$ cat src/mtirb_pkg.sv
// Package for the multi-target I2C register bank.
// Holds the command codes, default sizes and the control structs.
// No dependencies; used by every module of the block.
package mtirb_pkg;

  // Default sizes of the emulated target set and of each bank.
  localparam int TARGETS_DEFAULT    = 16;
  localparam int BANK_DEPTH_DEFAULT = 16;

  // Bus and host command codes carried by the command field.
  localparam logic [2:0] CMD_ADDR_WRITE = 3'd0;
  localparam logic [2:0] CMD_DATA_WRITE = 3'd1;
  localparam logic [2:0] CMD_ADDR_READ  = 3'd2;
  localparam logic [2:0] CMD_DATA_READ  = 3'd3;
  localparam logic [2:0] CMD_BUS_ERROR  = 3'd4;
  localparam logic [2:0] CMD_HOST_XCHG  = 3'd5;

  // Commands from the controller to the datapath.
  typedef struct packed {
    logic clear;     // Clearing sweep writes one entry of each bank.
    logic accept;    // An input word is taken at this edge.
    logic load_out;  // Result goes into the output register.
  } ctrl_cmd_t;

  // Status from the datapath to the controller.
  typedef struct packed {
    logic clear_done;  // Last entry of the sweep is written at this edge.
  } ctrl_status_t;

endpackage

$ cat src/mtirb_ctrl.sv
// Controller of the multi-target I2C register bank.
// Sequences the clearing sweep, word acceptance and the output register.
// Depends on mtirb_pkg.
module mtirb_ctrl (
  input  logic                   clk,
  input  logic                   rst,
  input  logic                   in_valid,
  output logic                   in_stall,
  output logic                   out_valid,
  input  logic                   out_stall,
  input  mtirb_pkg::ctrl_status_t status,
  output mtirb_pkg::ctrl_cmd_t    cmd
);

  typedef enum logic [1:0] {
    ST_CLEAR,
    ST_IDLE,
    ST_ACCESS
  } state_t;

  state_t state;
  logic   out_free;

  // The output register can take a word when empty or being drained.
  assign out_free = !out_valid || !out_stall;

  // Words are taken only while idle; the result leaves through its own register.
  assign in_stall     = (state != ST_IDLE);
  assign cmd.clear    = (state == ST_CLEAR);
  assign cmd.accept   = (state == ST_IDLE) && in_valid;
  assign cmd.load_out = (state == ST_ACCESS) && out_free;

  // State and output valid flag.
  always_ff @(posedge clk) begin
    if (rst) begin
      state     <= ST_CLEAR;
      out_valid <= 1'b0;
    end else begin
      case (state)
        ST_CLEAR: begin
          if (status.clear_done) begin
            state <= ST_IDLE;
          end
        end
        ST_IDLE: begin
          if (in_valid) begin
            state <= ST_ACCESS;
          end
        end
        ST_ACCESS: begin
          if (out_free) begin
            state <= ST_IDLE;
          end
        end
        default: begin
          state <= ST_CLEAR;
        end
      endcase

      if (cmd.load_out) begin
        out_valid <= 1'b1;
      end else if (!out_stall) begin
        out_valid <= 1'b0;
      end
    end
  end

endmodule

$ cat src/mtirb_dpath.sv
// Datapath of the multi-target I2C register bank.
// Holds the address and index registers, both bank memories and the result register.
// Depends on mtirb_pkg; driven by mtirb_ctrl.
module mtirb_dpath #(
  parameter int TARGETS    = mtirb_pkg::TARGETS_DEFAULT,
  parameter int BANK_DEPTH = mtirb_pkg::BANK_DEPTH_DEFAULT
) (
  input  logic                    clk,
  input  logic                    rst,
  input  mtirb_pkg::ctrl_cmd_t    cmd,
  output mtirb_pkg::ctrl_status_t status,
  input  logic                    cfg_write,
  input  logic [6:0]              cfg_data,
  input  logic [2:0]              command,
  input  logic [7:0]              bus_byte,
  input  logic [3:0]              host_target,
  input  logic [3:0]              host_register,
  input  logic [7:0]              host_value,
  output logic                    ack,
  output logic [7:0]              read_data,
  output logic [7:0]              host_read_value
);

  localparam int ENTRIES = TARGETS * BANK_DEPTH;
  localparam int AW      = $clog2(ENTRIES);
  localparam int IW      = $clog2(BANK_DEPTH);
  localparam int MULW    = IW + 5;
  localparam logic [4:0]      TARGET_LIMIT = 5'(TARGETS);
  localparam logic [MULW-1:0] DEPTH_W      = MULW'(BANK_DEPTH);
  localparam logic [IW-1:0]   LAST_INDEX   = IW'(BANK_DEPTH - 1);
  localparam logic [AW-1:0]   LAST_ENTRY   = AW'(ENTRIES - 1);

  logic [6:0]    base_address;
  logic [7:0]    current_address;
  logic [IW-1:0] register_index;
  logic [AW-1:0] clear_count;

  logic [7:0] rx_mem [ENTRIES];
  logic [7:0] tx_mem [ENTRIES];
  logic [7:0] rx_q;
  logic [7:0] tx_q;

  logic pend_ack;
  logic pend_rd;
  logic pend_hrv;

  logic            is_addr_write, is_data_write, is_addr_read, is_data_read, is_host;
  logic            addr_match;
  logic [3:0]      bus_target;
  logic [IW-1:0]   bus_index;
  logic            bus_ok;
  logic            host_ok;
  logic [MULW-1:0] bus_slot_full;
  logic [MULW-1:0] host_slot_full;
  logic [AW-1:0]   bus_slot;
  logic [AW-1:0]   host_slot;
  logic [IW-1:0]   index_inc;
  logic            rx_we, rx_re, tx_we, tx_re;
  logic [AW-1:0]   rx_addr, tx_addr;
  logic [7:0]      rx_wdata, tx_wdata;

  // Command decode.
  assign is_addr_write = (command == mtirb_pkg::CMD_ADDR_WRITE);
  assign is_data_write = (command == mtirb_pkg::CMD_DATA_WRITE);
  assign is_addr_read  = (command == mtirb_pkg::CMD_ADDR_READ);
  assign is_data_read  = (command == mtirb_pkg::CMD_DATA_READ);
  assign is_host       = (command == mtirb_pkg::CMD_HOST_XCHG);

  // Address match: upper three address bits equal the base, low four pick the target.
  assign addr_match = (bus_byte[7:5] == base_address[6:4]) &&
                      ({1'b0, bus_byte[4:1]} < TARGET_LIMIT);

  // An address-with-read uses the new address and index zero right away.
  assign bus_target = is_addr_read ? bus_byte[4:1] : current_address[4:1];
  assign bus_index  = is_addr_read ? '0 : register_index;
  assign bus_ok     = ({1'b0, bus_target} < TARGET_LIMIT);

  assign host_ok = (base_address != 7'd0) &&
                   ({1'b0, host_target} < TARGET_LIMIT) &&
                   (MULW'(host_register) < DEPTH_W);

  // Bank slot is target times depth plus register.
  assign bus_slot_full  = MULW'(bus_target) * DEPTH_W + MULW'(bus_index);
  assign host_slot_full = MULW'(host_target) * DEPTH_W + MULW'(host_register);
  assign bus_slot       = bus_slot_full[AW-1:0];
  assign host_slot      = host_slot_full[AW-1:0];

  // Post-increment with wrap at the bank depth.
  assign index_inc = (bus_index == LAST_INDEX) ? '0 : bus_index + IW'(1);

  // Memory port control; the clearing sweep takes both ports.
  assign rx_we    = cmd.clear || (cmd.accept && is_data_write && bus_ok);
  assign rx_re    = cmd.accept && is_host && host_ok;
  assign rx_addr  = cmd.clear ? clear_count : (is_host ? host_slot : bus_slot);
  assign rx_wdata = cmd.clear ? 8'd0 : bus_byte;

  assign tx_we    = cmd.clear || (cmd.accept && is_host && host_ok);
  assign tx_re    = cmd.accept && ((is_addr_read && addr_match) || is_data_read) && bus_ok;
  assign tx_addr  = cmd.clear ? clear_count : (is_host ? host_slot : bus_slot);
  assign tx_wdata = cmd.clear ? 8'd0 : host_value;

  assign status.clear_done = cmd.clear && (clear_count == LAST_ENTRY);

  // Receive bank.
  always_ff @(posedge clk) begin
    if (rx_we) begin
      rx_mem[rx_addr] <= rx_wdata;
    end
    if (rx_re) begin
      rx_q <= rx_mem[rx_addr];
    end
  end

  // Transmit bank.
  always_ff @(posedge clk) begin
    if (tx_we) begin
      tx_mem[tx_addr] <= tx_wdata;
    end
    if (tx_re) begin
      tx_q <= tx_mem[tx_addr];
    end
  end

  // Base address, latched bus address, register index and clearing counter.
  always_ff @(posedge clk) begin
    if (rst) begin
      base_address    <= 7'd0;
      current_address <= 8'd0;
      register_index  <= '0;
      clear_count     <= '0;
      pend_ack        <= 1'b0;
      pend_rd         <= 1'b0;
      pend_hrv        <= 1'b0;
    end else begin
      if (cmd.clear) begin
        clear_count <= clear_count + AW'(1);
      end

      // A changed base address drops the latched bus address.
      if (cfg_write && (cfg_data != base_address)) begin
        base_address    <= cfg_data;
        current_address <= 8'd0;
      end

      if (cmd.accept) begin
        pend_ack <= ((is_addr_write || is_addr_read) && addr_match) ||
                    is_data_write || is_data_read;
        pend_rd  <= tx_re;
        pend_hrv <= rx_re;

        if (is_addr_write && addr_match) begin
          current_address <= bus_byte;
          register_index  <= '0;
        end else if (is_addr_read && addr_match) begin
          current_address <= bus_byte;
          register_index  <= index_inc;
        end else if (is_data_write || is_data_read) begin
          register_index <= index_inc;
        end
      end
    end
  end

  // Result register.
  always_ff @(posedge clk) begin
    if (cmd.load_out) begin
      ack             <= pend_ack;
      read_data       <= pend_rd ? tx_q : 8'd0;
      host_read_value <= pend_hrv ? rx_q : 8'd0;
    end
  end

endmodule

$ cat src/multi_target_i2c_register_bank_unit.sv
// Top level of the multi-target I2C register bank.
// Joins the controller mtirb_ctrl and the datapath mtirb_dpath; depends on mtirb_pkg.
//
//   channel  handshake                 payload
//   -------  ------------------------  ----------------------------------------------
//   input    in_valid / in_stall       command, bus_byte, host_target, host_register,
//                                      host_value
//   output   out_valid / out_stall     ack, read_data, host_read_value
//   config   cfg_write                 cfg_data (base address)
//
// Each word passes through the bank memory access as it is taken, then the loading of the result.
// The next word is taken while the result still waits in the output register.
// A result held by out_stall keeps the block in its access step until it drains.
// After reset a clearing sweep writes zero into all TARGETS * BANK_DEPTH entries of both banks
// (256 by default), one entry per cycle; no word is taken until it ends.
module multi_target_i2c_register_bank_unit #(
  parameter int TARGETS    = mtirb_pkg::TARGETS_DEFAULT,
  parameter int BANK_DEPTH = mtirb_pkg::BANK_DEPTH_DEFAULT
) (
  input  logic       clk,
  input  logic       rst,
  input  logic       cfg_write,
  input  logic [6:0] cfg_data,
  input  logic       in_valid,
  output logic       in_stall,
  input  logic [2:0] command,
  input  logic [7:0] bus_byte,
  input  logic [3:0] host_target,
  input  logic [3:0] host_register,
  input  logic [7:0] host_value,
  output logic       out_valid,
  input  logic       out_stall,
  output logic       ack,
  output logic [7:0] read_data,
  output logic [7:0] host_read_value
);

  mtirb_pkg::ctrl_cmd_t    cmd;
  mtirb_pkg::ctrl_status_t status;

  // Controller.
  mtirb_ctrl u_ctrl (
    .clk       (clk),
    .rst       (rst),
    .in_valid  (in_valid),
    .in_stall  (in_stall),
    .out_valid (out_valid),
    .out_stall (out_stall),
    .status    (status),
    .cmd       (cmd)
  );

  // Datapath with both banks.
  mtirb_dpath #(
    .TARGETS    (TARGETS),
    .BANK_DEPTH (BANK_DEPTH)
  ) u_dpath (
    .clk             (clk),
    .rst             (rst),
    .cmd             (cmd),
    .status          (status),
    .cfg_write       (cfg_write),
    .cfg_data        (cfg_data),
    .command         (command),
    .bus_byte        (bus_byte),
    .host_target     (host_target),
    .host_register   (host_register),
    .host_value      (host_value),
    .ack             (ack),
    .read_data       (read_data),
    .host_read_value (host_read_value)
  );

`ifndef SYNTH
  // An accepted word always occupies the following cycle.
  assert property (@(posedge clk) disable iff (rst)
    (in_valid && !in_stall) |=> in_stall)
    else $error("word accepted on back-to-back cycles");

  // A new result only appears after an access step.
  assert property (@(posedge clk) disable iff (rst)
    $rose(out_valid) |-> $past(in_stall))
    else $error("result without an access step");

  // A host exchange result carries neither an acknowledge nor bus read data.
  assert property (@(posedge clk) disable iff (rst)
    (out_valid && (host_read_value != 8'd0)) |-> (!ack && (read_data == 8'd0)))
    else $error("host exchange result mixed with bus result");
`endif

endmodule
$ cat config.mk
export PLATFORM = sky130hd
export DESIGN_NAME = multi_target_i2c_register_bank_unit
export DESIGN_NICKNAME = d
export VERILOG_FILES = /design/src/mtirb_pkg.sv /design/src/mtirb_ctrl.sv /design/src/mtirb_dpath.sv /design/src/multi_target_i2c_register_bank_unit.sv
export SDC_FILE = /design/constraint.sdc
export NUM_CORES = 2
export LEC_CHECK = 0
export BUFFER_PORTS_ARGS = -buffer_cell sky130_fd_sc_hd__buf_2
export CAP_MARGIN = 15
export CELL_PAD_IN_SITES_DETAIL_PLACEMENT = 0
export CELL_PAD_IN_SITES_GLOBAL_PLACEMENT = 1
export CORE_UTILIZATION = 58
export CTS_CLUSTER_SIZE = 30
export DETAILED_ROUTE_END_ITERATION = 10
export PLACE_DENSITY_LB_ADDON = 0.1
export SYNTH_ARGS = -nofsm -noshare
export SYNTH_HDL_FRONTEND = slang
export SYNTH_SLANG_ARGS = --single-unit
$ cat constraint.sdc
create_clock -name clk -period 16.8 [get_ports clk]
set_clock_uncertainty 0.15 [all_clocks]
set_input_delay 3.36 -clock clk [delete_from_list [all_inputs] [get_ports clk]]
set_output_delay 3.36 -clock clk [all_outputs]
set_load 0.1 [all_outputs]
==> results.md <==
- Unique masters post-synth: 72
- Worst IR Drop VDD: 111 uV
- CTS clk-pin slew, worst paths: 0.06 ns
- Post-CTS Setup Bufs: 0
- Yosys warnings: 0
- Final setup violation count: 0
- Mapped Cells: 10400
- Mapped Nets: 10400
- Die Ht: 531 um
- DRC: 0
- CTS-repair resized insts: 0
- Register area share after synthesis: 76.7%
- Via density: 6.50
- FF+latch count, synth: 4158
- Clk pwr share: 42.6%
- RSZ-0062 raised after global routing: false
- Critical Path Fanout Max: 68
- CTS tree: done
- Die Wd: 531 um
- H-tree levels: 5
- Starting Density: 58.5%
- Max_slew headroom: -25.7%
- Largest net degree at the start of global routing: 219
- Failing checks: slew limit
- Syn_area_per_cell: 15.7 um2
- EDFF count, synth: 4129
- Register share of total power: 53.7%
- Rows: 193
- Die area: 282000 um2
- Number of global-route vias before repair: 88900
- Cts bufs inserted: 413
- Antenna Nets Post-Route: 0
- Pwr dens: 117 nW/um2
- WL final: 441000 um
- DR WL/cell: 30.7 um
- Critical path arrival: 9.96 ns
- Hpwl dp: 254000 um
- RD Place Congestion: 0.863
- Setup TNS: 0 ns
- DR iter-0 viols: 12100
- GRT Total Usage: 30.9%
- Number of hold-slack violations in the final timing report: 0
- Global-route wire length before repair: 630000 um
- Final Max Tran Viols: 116
- Antenna violations before repair: 11
- Max-cap violations: 0
- Combinational Power Share: 3.7%
- Area Growth Syn to Fin: 10.4%
- Worst-margin pin slew: 1.89 ns
- Post-synth top area share: 76.3%
- Fraction of layout cells with a size suffix above 1: 8.83%
- F_max: 0.106 GHz
- CTS root buf: clkbuf_16
- PortBufs: 57
- Status: finished with violations
- Period minus WS final: 9.45 ns
- Fin crit share: 56.3%
- Async S/R FF share, synth: 0%
- Crit end category: flip-flop
- Synthesized area: 162000 um2
- Layout Utilization: 64.7%
- Sw frac: 21.1%
- CTS Hold Buffers Added: 0
- Dominant cells by area after synthesis: edfxtp_1 76%, mux2i_1 8.0%, nand2_1 3.1%
- Worst skew pair latency: 0.97 ns
- Internal power: 16.5 mW
- First-pass detailed-route iteration total: 6
- Startpoint types: primary input
- Critical Path RT: 17.31 ns
- Cell taking the most area after synthesis: edfxtp_1
- Prevailing post-synth register cell: edfxtp_1
- Leak: 66.7 nW
- Net switching power: 4.41 mW
- Hold Crit Class: flip-flop to flip-flop
- Core area: 277000 um2
- Number of I/O pins: 58
- Nets: 10400
- Crit path kind: primary input to flip-flop
- CTS max path bufs: 4
- DR vias: 93500
- Remaining Overflow, GRT: 0
- Clock sink total: 4158
-- sequential cells by signal, summed over array words and instances (netlist names), 2 cells and up --
register,count
u_dpath.current_address,4
u_ctrl.state,2
u_dpath.rx_q,8
u_dpath.clear_count,8
u_dpath.rx_mem,2048
u_dpath.host_read_value,8
u_dpath.read_data,8
u_dpath.tx_q,8
u_dpath.register_index,4
u_dpath.base_address,7
u_dpath.tx_mem,2048
-- cells in the final DEF, fill, tap and decap left out, drive strengths merged, types with 21 or more instances in the layout --
cell / synthesis / routed
edfxtp: 4129 / 4129
nand2: 1335 / 1335
mux2i: 1304 / 1304
o22ai: 660 / 660
nor2: 567 / 567
clkbuf: 331 / 516
a21oi: 360 / 360
buf: 361 / 250
clkinv: 0 / 178
nand3: 165 / 165
o21ai: 150 / 150
nor4: 146 / 146
a31oi: 131 / 131
and3: 95 / 95
a211oi: 72 / 72
o221ai: 61 / 61
nor3: 53 / 53
and2: 39 / 39
o2111ai: 31 / 31
bufinv: 0 / 31
o41ai: 30 / 30
o2bb2ai: 30 / 30
a222oi: 29 / 29
a221oi: 29 / 29
or4: 29 / 29
dfxtp: 29 / 29
a211o: 21 / 21
-- layer usage --
layer	share of wire, %	GRT usage [%]	vias to the layer above
li1	-	-	40300
met1	41	44.7	47700
met2	46	48.0	4740
met3	8.8	4.62	762
met4	4.1	11.8	6
met5	0.0091	0	-
-- critical path: stages --
cell,delay [ns]
buf_2,0.28
nor2b_1,0.24
mux2_2,0.39
a22oi_2,0.30
buf_4,0.90
buf_4,0.73
buf_4,0.97
mux2i_1,0.30
o22ai_1,0.11
nor4_1,0.86
o22ai_1,0.21
nor4_2,0.93
nand3_1,0.17
-- worst paths after layout --
kind / depth (start not counted) / end / from / slack [ns]
setup reg to reg: 13 / u_dpath.tx_q[0] / u_ctrl.state[1] / 9.73
hold / removal: 0 / u_dpath.ack / u_dpath.pend_ack / 0.31
setup / recovery: 13 / u_dpath.tx_q[0] / command[2] / 7.35
hold reg to reg: 0 / u_dpath.ack / u_dpath.pend_ack / 0.31
-- synthesized netlist by cell type, drive strengths merged, types with 19 or more instances --
library cell / count
mux2i: 1304
nor2: 567
nand3: 165
o22ai: 660
or4: 29
a211o: 21
o41ai: 30
a21oi: 360
a31oi: 131
nor3: 53
nor4: 146
and3: 95
or3: 19
clkbuf: 331
o21ai: 150
o221ai: 61
o2bb2ai: 30
and2: 39
a221oi: 29
a211oi: 72
nand2: 1335
edfxtp: 4129
o2111ai: 31
a222oi: 29
buf: 361
dfxtp: 29
-- cell type report --
cell class / instances / area (um2)
clock buffer: 516 / 10900
timing repair buffer: 250 / 1900
tap: 3705 / 4640
antenna: 6 / 15.0
fill: 19600 / 98100
clock inverter: 243 / 2050
sequential: 4158 / 125000
multi-input combinational: 5504 / 35300
-- power groups by stage --
stage | registers, mW | clock network, mW | logic [mW]
3_5_place_dp | 11.5 | 0 | 0.764
3_3_place_gp | 11.5 | 0 | 0.759
2_1_floorplan | 11.5 | 0 | 0.506
6_report | 11.2 | 8.92 | 0.772
4_1_cts | 11.2 | 8.99 | 0.766
5_1_grt | 11.2 | 9.36 | 0.800
-- kinds of logic after synthesis --
group / count (synthesis) / share of synthesized area (%)
flip-flops: 4158 / 76.7
AND/OR/NAND/NOR: 2497 / 6.59
XOR/XNOR: 17 / 0.0917
multiplexers: 1307 / 8.06
buffers and inverters: 692 / 1.85
adder cells (fa/ha/maj): 2 / 0.0154
AO/OA/AOI/OAI: 1681 / 6.70
-- stage by stage --
stage | hold WS [ns] | cells | worst slack [ns] | power [mW] | instance area (um2)
6_report | 0.315 | 14400 | 7.35 | 20.9 | 179000
5_1_grt | 0.323 | 14400 | 7.10 | 21.4 | 179000
4_1_cts | 0.311 | 14400 | 7.45 | 21.0 | 179000
3_5_place_dp | 0.300 | 13600 | 6.49 | 12.2 | 166000
3_3_place_gp | 0.272 | 13600 | 5.95 | 12.2 | 166000
2_1_floorplan | 0.259 | 10400 | 9.18 | 12.0 | 162000
Power figures use the tool's default switching activity.
